==> config.mk <==
export PLATFORM = sky130hd
export DESIGN_NAME = sip_invite_server_transaction_top
export DESIGN_NICKNAME = d
export VERILOG_FILES = /design/src/design/sist_pkg.sv /design/src/design/sist_cfg_regs.sv /design/src/design/sist_txn_fsm.sv /design/src/design/sip_invite_server_transaction_top.sv
export SDC_FILE = /design/constraint.sdc
export NUM_CORES = 1
export LEC_CHECK = 0
export ABC_AREA = 1
export BUFFER_PORTS_ARGS = -buffer_cell sky130_fd_sc_hd__buf_2
export CORE_MARGIN = 2
export CORE_UTILIZATION = 54
export CTS_CLUSTER_SIZE = 40
export DETAILED_ROUTE_END_ITERATION = 16
export PLACE_DENSITY = 0.71
export REMOVE_ABC_BUFFERS = 1
export SLEW_MARGIN = 20
export SYNTH_ARGS = -nofsm -noshare
export SYNTH_HDL_FRONTEND = slang
export SYNTH_SLANG_ARGS = --single-unit
export TNS_END_PERCENT = 20
==> constraint.sdc <==
create_clock -name i_clk -period 7.37 [get_ports i_clk]
set_clock_uncertainty 0.2 [all_clocks]
set_input_delay 1.1055 -clock i_clk [delete_from_list [all_inputs] [get_ports i_clk]]
set_output_delay 1.1055 -clock i_clk [all_outputs]
set_load 0.05 [all_outputs]
==> src/design/sist_pkg.sv <==
// shared types and constants for the sip invite server transaction block
package sist_pkg;

    localparam int unsigned TMR_W   = 16;
    localparam int unsigned LONG_W  = 22;
    localparam int unsigned CODE_W  = 10;
    localparam int unsigned CMD_W   = 3;
    localparam int unsigned STATE_W = 3;
    localparam int unsigned CFG_IDX_W = 2;

    localparam logic [CFG_IDX_W-1:0] CFG_TIMER_T1      = 2'd0;
    localparam logic [CFG_IDX_W-1:0] CFG_TIMER_T2      = 2'd1;
    localparam logic [CFG_IDX_W-1:0] CFG_TIMER_T4      = 2'd2;
    localparam logic [CFG_IDX_W-1:0] CFG_LINK_RELIABLE = 2'd3;

    localparam logic [TMR_W-1:0] T1_RESET = 16'd500;
    localparam logic [TMR_W-1:0] T2_RESET = 16'd4000;
    localparam logic [TMR_W-1:0] T4_RESET = 16'd5000;

    typedef enum logic [STATE_W-1:0] {
        ST_IDLE       = 3'd0,
        ST_PROCEEDING = 3'd1,
        ST_COMPLETED  = 3'd2,
        ST_CONFIRMED  = 3'd3,
        ST_ACCEPTED   = 3'd4,
        ST_TERMINATED = 3'd5
    } t_txn_state;

    typedef enum logic [CMD_W-1:0] {
        CMD_TICK     = 3'd0,
        CMD_START    = 3'd1,
        CMD_RESPONSE = 3'd2,
        CMD_ACK      = 3'd3,
        CMD_RETRANS  = 3'd4,
        CMD_ABORT    = 3'd5
    } t_cmd;

    typedef struct packed {
        logic [TMR_W-1:0] timer_t1;
        logic [TMR_W-1:0] timer_t2;
        logic [TMR_W-1:0] timer_t4;
        logic             link_reliable;
    } t_cfg;

    typedef struct packed {
        logic [STATE_W-1:0] state_now;
        logic               send_trying;
        logic               send_new;
        logic               send_last;
        logic               ok;
        logic               no_ack_timeout;
    } t_result;

    function automatic logic [TMR_W-1:0] nonzero(input logic [TMR_W-1:0] v);
        nonzero = (v == '0) ? TMR_W'(1) : v;
    endfunction

endpackage

==> src/design/sist_cfg_regs.sv <==
// configuration register bank for the transaction timers and link type
module sist_cfg_regs
    import sist_pkg::*;
(
    input  logic                 i_clk,
    input  logic                 i_rst_n,
    input  logic                 i_cfg_we,
    input  logic [CFG_IDX_W-1:0] i_cfg_idx,
    input  logic [TMR_W-1:0]     i_cfg_data,
    output t_cfg                 o_cfg
);

    t_cfg r_cfg;

    always_ff @(posedge i_clk) begin
        if (!i_rst_n) begin
            r_cfg.timer_t1      <= T1_RESET;
            r_cfg.timer_t2      <= T2_RESET;
            r_cfg.timer_t4      <= T4_RESET;
            r_cfg.link_reliable <= 1'b0;
        end else if (i_cfg_we) begin
            case (i_cfg_idx)
                CFG_TIMER_T1:      r_cfg.timer_t1      <= i_cfg_data;
                CFG_TIMER_T2:      r_cfg.timer_t2      <= i_cfg_data;
                CFG_TIMER_T4:      r_cfg.timer_t4      <= i_cfg_data;
                CFG_LINK_RELIABLE: r_cfg.link_reliable <= i_cfg_data[0];
                default: ;
            endcase
        end
    end

    assign o_cfg = r_cfg;

endmodule

==> src/design/sist_txn_fsm.sv <==
// transaction state machine with timers g, h, i and l
module sist_txn_fsm
    import sist_pkg::*;
#(
    parameter int unsigned LONG_TIMER_FACTOR = 64
) (
    input  logic              i_clk,
    input  logic              i_rst_n,
    input  logic              i_fire,
    input  t_cmd              i_cmd,
    input  logic [CODE_W-1:0] i_code,
    input  t_cfg              i_cfg,
    output t_result           o_result
);

    t_txn_state        r_state, n_state;
    logic [TMR_W-1:0]  r_g_count, n_g_count;
    logic [TMR_W-1:0]  r_g_int, n_g_int;
    logic [LONG_W-1:0] r_h_count, n_h_count;
    logic [TMR_W-1:0]  r_i_count, n_i_count;
    logic [LONG_W-1:0] r_l_count, n_l_count;

    logic [TMR_W-1:0]  w_t1_nz;
    logic [TMR_W-1:0]  w_t2_nz;
    logic [LONG_W-1:0] w_long;
    logic [TMR_W:0]    w_g_dbl;
    logic [TMR_W-1:0]  w_g_next;
    logic              w_g_exp, w_h_exp, w_i_exp, w_l_exp;
    logic              w_is_2xx, w_ge_300;

    assign w_t1_nz  = nonzero(i_cfg.timer_t1);
    assign w_t2_nz  = nonzero(i_cfg.timer_t2);
    assign w_long   = LONG_W'(32'(w_t1_nz) * LONG_TIMER_FACTOR);
    assign w_g_dbl  = {nonzero(r_g_int), 1'b0};
    assign w_g_next = (w_g_dbl > {1'b0, w_t2_nz}) ? w_t2_nz : w_g_dbl[TMR_W-1:0];

    // a count of one expires on this tick
    assign w_g_exp = (r_g_count == TMR_W'(1));
    assign w_h_exp = (r_h_count == LONG_W'(1));
    assign w_i_exp = (r_i_count == TMR_W'(1));
    assign w_l_exp = (r_l_count == LONG_W'(1));

    assign w_is_2xx = i_code inside {[10'd200:10'd299]};
    assign w_ge_300 = i_code inside {[10'd300:10'd1023]};

    always_comb begin
        n_state   = r_state;
        n_g_count = r_g_count;
        n_g_int   = r_g_int;
        n_h_count = r_h_count;
        n_i_count = r_i_count;
        n_l_count = r_l_count;
        o_result  = '0;
        case (i_cmd)
            CMD_TICK: begin
                if (r_g_count != '0) n_g_count = r_g_count - TMR_W'(1);
                if (r_h_count != '0) n_h_count = r_h_count - LONG_W'(1);
                if (r_i_count != '0) n_i_count = r_i_count - TMR_W'(1);
                if (r_l_count != '0) n_l_count = r_l_count - LONG_W'(1);
                if (r_state == ST_COMPLETED) begin
                    if (w_h_exp) begin
                        n_state = ST_TERMINATED;
                        o_result.no_ack_timeout = 1'b1;
                    end else if (w_g_exp) begin
                        n_g_int   = w_g_next;
                        n_g_count = w_g_next;
                        o_result.send_last = 1'b1;
                    end
                end else if ((r_state == ST_CONFIRMED && w_i_exp) ||
                             (r_state == ST_ACCEPTED && w_l_exp)) begin
                    n_state = ST_TERMINATED;
                end
            end
            CMD_START: begin
                if (r_state == ST_IDLE || r_state == ST_TERMINATED) begin
                    n_state   = ST_PROCEEDING;
                    n_g_count = '0;
                    n_g_int   = '0;
                    n_h_count = '0;
                    n_i_count = '0;
                    n_l_count = '0;
                    o_result.send_trying = 1'b1;
                end
            end
            CMD_RESPONSE: begin
                if (r_state == ST_PROCEEDING) begin
                    o_result.ok       = 1'b1;
                    o_result.send_new = 1'b1;
                    if (w_is_2xx) begin
                        n_state   = ST_ACCEPTED;
                        n_l_count = w_long;
                    end else if (w_ge_300) begin
                        n_state   = ST_COMPLETED;
                        n_h_count = w_long;
                        if (!i_cfg.link_reliable) begin
                            n_g_int   = w_t1_nz;
                            n_g_count = w_t1_nz;
                        end
                    end
                end else if (r_state == ST_ACCEPTED && w_is_2xx) begin
                    o_result.ok       = 1'b1;
                    o_result.send_new = 1'b1;
                end
            end
            CMD_ACK: begin
                if (r_state == ST_COMPLETED) begin
                    n_g_count = '0;
                    n_g_int   = '0;
                    n_h_count = '0;
                    if (i_cfg.link_reliable) begin
                        n_state = ST_TERMINATED;
                    end else begin
                        n_state   = ST_CONFIRMED;
                        n_i_count = nonzero(i_cfg.timer_t4);
                    end
                end else if (r_state == ST_ACCEPTED) begin
                    o_result.ok = 1'b1;
                end
            end
            CMD_RETRANS: begin
                if (r_state == ST_PROCEEDING || r_state == ST_COMPLETED) begin
                    o_result.send_last = 1'b1;
                end
            end
            CMD_ABORT: begin
                if (r_state != ST_IDLE) n_state = ST_TERMINATED;
            end
            default: ;
        endcase
        // entering terminated drops every timer
        if (n_state == ST_TERMINATED && r_state != ST_TERMINATED) begin
            n_g_count = '0;
            n_g_int   = '0;
            n_h_count = '0;
            n_i_count = '0;
            n_l_count = '0;
        end
        o_result.state_now = n_state;
    end

    always_ff @(posedge i_clk) begin
        if (!i_rst_n) begin
            r_state   <= ST_IDLE;
            r_g_count <= '0;
            r_g_int   <= '0;
            r_h_count <= '0;
            r_i_count <= '0;
            r_l_count <= '0;
        end else if (i_fire) begin
            r_state   <= n_state;
            r_g_count <= n_g_count;
            r_g_int   <= n_g_int;
            r_h_count <= n_h_count;
            r_i_count <= n_i_count;
            r_l_count <= n_l_count;
        end
    end

endmodule

==> src/design/sip_invite_server_transaction_top.sv <==
// top level of the sip invite server transaction block
//
//  channel  direction  handshake            payload
//  event    in         i_valid / o_ready    i_cmd, i_status_code
//  result   out        o_valid / i_ready    o_state_now and five flags
//  config   in         i_cfg_we             i_cfg_idx, i_cfg_data
//
// one transaction per cycle sustained while the result channel is not stalled;
// the input register takes the transaction at the accepting edge and the result
// register takes its outcome when the transaction advances out of the input register
// the state and timer update sits in one short pass of the transaction fsm
// synchronous active-low reset returns to idle with all timers stopped and
// the configuration at its default values
// a stalled result holds in the output register; the input register keeps
// taking transactions as long as the result register can drain
module sip_invite_server_transaction_top
    import sist_pkg::*;
#(
    parameter int unsigned LONG_TIMER_FACTOR = 64
) (
    input  logic                 i_clk,
    input  logic                 i_rst_n,
    // config port
    input  logic                 i_cfg_we,
    input  logic [CFG_IDX_W-1:0] i_cfg_idx,
    input  logic [TMR_W-1:0]     i_cfg_data,
    // event channel
    input  logic                 i_valid,
    output logic                 o_ready,
    input  logic [CMD_W-1:0]     i_cmd,
    input  logic [CODE_W-1:0]    i_status_code,
    // result channel
    output logic                 o_valid,
    input  logic                 i_ready,
    output logic [STATE_W-1:0]   o_state_now,
    output logic                 o_send_trying,
    output logic                 o_send_new,
    output logic                 o_send_last,
    output logic                 o_ok,
    output logic                 o_no_ack_timeout
);

    t_cfg              w_cfg;
    t_result           w_result;
    t_result           r_out;
    logic              r_out_valid;
    logic              r_in_valid;
    logic [CMD_W-1:0]  r_in_cmd;
    logic [CODE_W-1:0] r_in_code;
    logic              w_advance;
    logic              w_accept;

    // the registered transaction moves on when the result slot is free or draining
    assign w_advance = r_in_valid && (!r_out_valid || i_ready);
    assign o_ready   = !r_in_valid || w_advance;
    assign w_accept  = i_valid && o_ready;

    sist_cfg_regs u_cfg (
        .i_clk      (i_clk),
        .i_rst_n    (i_rst_n),
        .i_cfg_we   (i_cfg_we),
        .i_cfg_idx  (i_cfg_idx),
        .i_cfg_data (i_cfg_data),
        .o_cfg      (w_cfg)
    );

    sist_txn_fsm #(
        .LONG_TIMER_FACTOR (LONG_TIMER_FACTOR)
    ) u_fsm (
        .i_clk    (i_clk),
        .i_rst_n  (i_rst_n),
        .i_fire   (w_advance),
        .i_cmd    (t_cmd'(r_in_cmd)),
        .i_code   (r_in_code),
        .i_cfg    (w_cfg),
        .o_result (w_result)
    );

    // input register
    always_ff @(posedge i_clk) begin
        if (!i_rst_n) begin
            r_in_valid <= 1'b0;
        end else if (o_ready) begin
            r_in_valid <= i_valid;
        end
    end

    always_ff @(posedge i_clk) begin
        if (w_accept) begin
            r_in_cmd  <= i_cmd;
            r_in_code <= i_status_code;
        end
    end

    // result register
    always_ff @(posedge i_clk) begin
        if (!i_rst_n) begin
            r_out_valid <= 1'b0;
        end else begin
            r_out_valid <= w_advance || (r_out_valid && !i_ready);
        end
    end

    always_ff @(posedge i_clk) begin
        if (w_advance) begin
            r_out <= w_result;
        end
    end

    assign o_valid          = r_out_valid;
    assign o_state_now      = r_out.state_now;
    assign o_send_trying    = r_out.send_trying;
    assign o_send_new       = r_out.send_new;
    assign o_send_last      = r_out.send_last;
    assign o_ok             = r_out.ok;
    assign o_no_ack_timeout = r_out.no_ack_timeout;

endmodule

==> results.yml <==
sta:
  slew_viol_final: 0
  fmax_ghz: 0.218
  setup_viol: 0
  max_slew_margin: 0.296
  fin_crit_ps: 4590
  max_slew.worst_pin.slew_ps: 1060
  setup_tns_ps: 0
  period_share: 0.623
  hold_violations: 0
  rsz0062_at_grt: "no"
yosys:
  synth_seq_cells: 165
  async_flop_share: 0
  synth-seq-area-share: 0.334
  synth_area_mm2: 0.0104
  synth_cells: 1662
  syn_avg_cell_area_um2: 6.28
  yosys_warnings: 0
  synth_edf_count: 19
  ys.flop_type: "dfxtp_1"
  synth_cell_type_count: 43
setup_path:
  critPathBufInv: 5
  critPathSlowestCell: "nand3b_1"
  crit_chain: "inv_2 -> nand2_1 -> inv_1 -> nand2_1 -> inv_1 -> nand2_1 -> nand2_1 -> nand2_1 -> nand3_1 -> nor2_2 -> nand2_4 -> buf_4 -> nand3b_1 -> nand2_1 -> inv_2 -> nor2_1 -> nor2_1"
  r2r-start: "r_in_cmd[2]"
  required_ps: 7500
  cp-startpoint: "r_in_cmd[2]"
  critPathMaxFanout: 48
  worstSetupPathType: "flip-flop to flip-flop"
  r2r_setup_slack_ps: 2780
  cpLargestDelayFamily: "simple AND/OR/NAND/NOR gates"
  slowest_delay_ps: 820
  end_kind: "flip-flop"
  arrival_ps: 4720
  start_kind: "flip-flop"
  rr_endpoint: "u_fsm.r_l_count[16]"
  cp.depth: 17
  reg2reg_depth: 17
  cp_common_cell: "nand2_1"
  cp-endpoint: "u_fsm.r_l_count[16]"
pwr:
  peakVddDrop_mv: 0.160
  p_leak_nw: 5.16
  p_per_area_mw_per_mm2: 238
floorplanning:
  core_area_mm2: 0.0188
  dieArea_mm2: 0.0205
  start_util: 0.555
  io_pins: 46
  die_y_um: 143
  core.rowCount: 50
  die_x_um: 143
placement:
  placed_area_mm2: 0.0107
  io_buffers: 43
  dp.cells: 1884
  gp_congestion: 0.946
  place_hpwl_um: 21700
min_path:
  min_path_type: "flip-flop to flip-flop"
final_layout:
  post_layout_nonfiller_instances: 1916
  nets: 1705
  syn_to_final_growth_pct: 7.71
  drive_gt1_frac: 0.0676
  antennaDiodeCount: 0
  fin_util: 0.597
  fin_area_mm2: 0.0112
outcome:
  status: "complete, no violations"
route:
  vias: 10817
  drtIter0Drc: 1000
  drc: 0
  vias_per_cell: 5.65
  dr.pass1.iters: 6
  post_drt_wl_per_cell_um: 16.0
  drt_wl_total_um: 30700
  detail-route-antenna-nets: 0
grt:
  grt_overflow_total: 0
  grt_max_degree: 56
  antenna_found_initial: 0
  grt_pass1_vias: 9490
  grt_pass1_wl_um: 49400
  track_usage: 0.306
clocking:
  cts-resized-gates: 0
  cts_setup_buffers: 0
  cts_tree: "done"
  cts.sinks: 165
  cts.clk_slew.worst_paths_ps: 70
  clk_latency_ps: 440
  cts-htree-levels: 4
  cts_hold_buf: 0
  numCtsBuffers: 17
  cts.root.buffer_cell: "clkbuf_16"
  cts.path.max_buffers: 2
job:
  max_cap_viol_count: 0
==> layout by cell type, fill, tap and decap left out, types with 3 or more instances in the layout <==
| cell type | count |
|---|---|
| a21oi_1 | 116 |
| xor2_1 | 27 |
| inv_2 | 10 |
| buf_2 | 43 |
| o22ai_1 | 5 |
| nand3_1 | 148 |
| o21ai_0 | 90 |
| nand3b_1 | 4 |
| a31oi_1 | 3 |
| and2_1 | 4 |
| or2_2 | 4 |
| clkbuf_16 | 17 |
| ha_1 | 26 |
| inv_8 | 5 |
| clkinv_8 | 3 |
| nor2_2 | 4 |
| o211ai_1 | 15 |
| buf_4 | 8 |
| nand2_1 | 415 |
| xnor2_1 | 11 |
| inv_6 | 5 |
| inv_1 | 128 |
| clkinv_1 | 4 |
| nor2_1 | 287 |
| dfxtp_1 | 146 |
| and3_1 | 3 |
| nor3_1 | 19 |
| nand4_1 | 50 |
| edfxtp_1 | 19 |
| nor4_1 | 16 |
==> per-stage QoR <==
stage | hold slack (ps) | worst slack [ps] | total power [mW]
after floorplan | 238 | 3780 | 1.60
after global placement | 253 | 2860 | 1.77
after detailed placement | 266 | 2890 | 1.78
after CTS | 278 | 2910 | 2.67
after global routing | 292 | 2520 | 2.83
final | 274 | 2780 | 2.68
==> worst min-delay path by stage <==
| stage | startpoint | endpoint | slack, ps | cells after the start |
|---|---|---|---|---|
| final | r_in_valid | o_valid | 270 | 2 |
| after global routing | u_fsm.r_h_count[20] | u_fsm.r_h_count[20] | 290 | 2 |
| after CTS | r_in_valid | o_valid | 280 | 2 |
| after detailed placement | r_in_valid | o_valid | 270 | 2 |
| after global placement | r_in_valid | o_valid | 250 | 2 |
| after floorplan | u_cfg.o_cfg[16] | u_cfg.o_cfg[16] | 240 | 2 |
==> power by group <==
| group | switching, mW | total, mW | internal, mW |
|---|---|---|---|
| logic | 0.498 | 0.766 | 0.268 |
| registers | 0.0537 | 1.01 | 0.960 |
| clock network | 0.441 | 0.896 | 0.455 |
==> cell usage after synthesis (2+ instances only) <==
cell	n	area share
a21oi_1	116	0.056
a21oi_2	2	0.0017
a31oi_1	3	0.0018
and2_1	4	0.0024
and3_1	3	0.0018
buf_1	3	0.0011
buf_2	19	0.0091
buf_4	4	0.0029
clkbuf_1	62	0.022
clkinv_1	3	0.0011
dfxtp_1	146	0.28
edfxtp_1	19	0.055
ha_1	26	0.031
inv_1	128	0.046
inv_2	10	0.0036
nand2_1	415	0.15
nand2_2	2	0.0012
nand3_1	148	0.071
nand3_2	2	0.0019
nand3b_1	4	0.0029
nand4_1	50	0.030
nor2_1	288	0.10
nor2_2	3	0.0018
nor2_4	2	0.0022
nor3_1	19	0.0091
nor4_1	16	0.0096
o211ai_1	15	0.011
o21ai_0	90	0.043
o21bai_1	2	0.0014
o22ai_1	5	0.0030
o31ai_1	2	0.0014
or2_2	4	0.0024
xnor2_1	11	0.0092
xor2_1	27	0.023
==> final cells by class <==
type / count / area [µm²]
fillers: 1858 / 7580
multi-input cells: 1267 / 6040
flip-flops and latches: 165 / 3490
inverters: 141 / 529
clock buffers: 17 / 425
well taps: 260 / 325
repair buffers: 51 / 275
clock inverters: 15 / 158
==> state kept, by name (all words and copies together) (netlist names) <==
| register | count |
|---|---|
| o_ok | 1 |
| u_fsm.r_state | 3 |
| o_valid | 1 |
| u_fsm.r_h_count | 22 |
| o_send_trying | 1 |
| u_fsm.r_g_int | 16 |
| u_fsm.r_g_count | 16 |
| r_in_cmd | 3 |
| r_in_code | 8 |
| o_send_last | 1 |
| o_send_new | 1 |
| u_fsm.r_i_count | 16 |
| r_in_valid | 1 |
| u_fsm.r_l_count | 22 |
| o_state_now | 3 |
| o_no_ack_timeout | 1 |
| u_cfg.o_cfg | 49 |
==> tightest hold or removal path, stage by stage, from the launching register on <==
cell	delay (ps)
dfxtp_1	330
inv_1	50
a21oi_1	50
==> layer usage <==
metal  up-vias  GRT usage  wire, µm
met5         -          0         0
met4         0      0.106       885
met3        58     0.0600      2540
met2       458      0.457     13400
met1      4904      0.439     13900
li1       5397          -         -
==> kinds of logic (layout without fill, tap and decap cells) <==
group	Yosys count	in the layout	share of synthesized area
flip-flops	165	165	0.334
buffers and inverters	230	224	0.0871
AND/OR/NAND/NOR	963	963	0.393
adder cells (fa/ha/maj)	26	26	0.0311
XOR/XNOR	38	38	0.0319
AO/OA/AOI/OAI	240	240	0.123
Note: power is estimated with default switching activity, not from simulation.
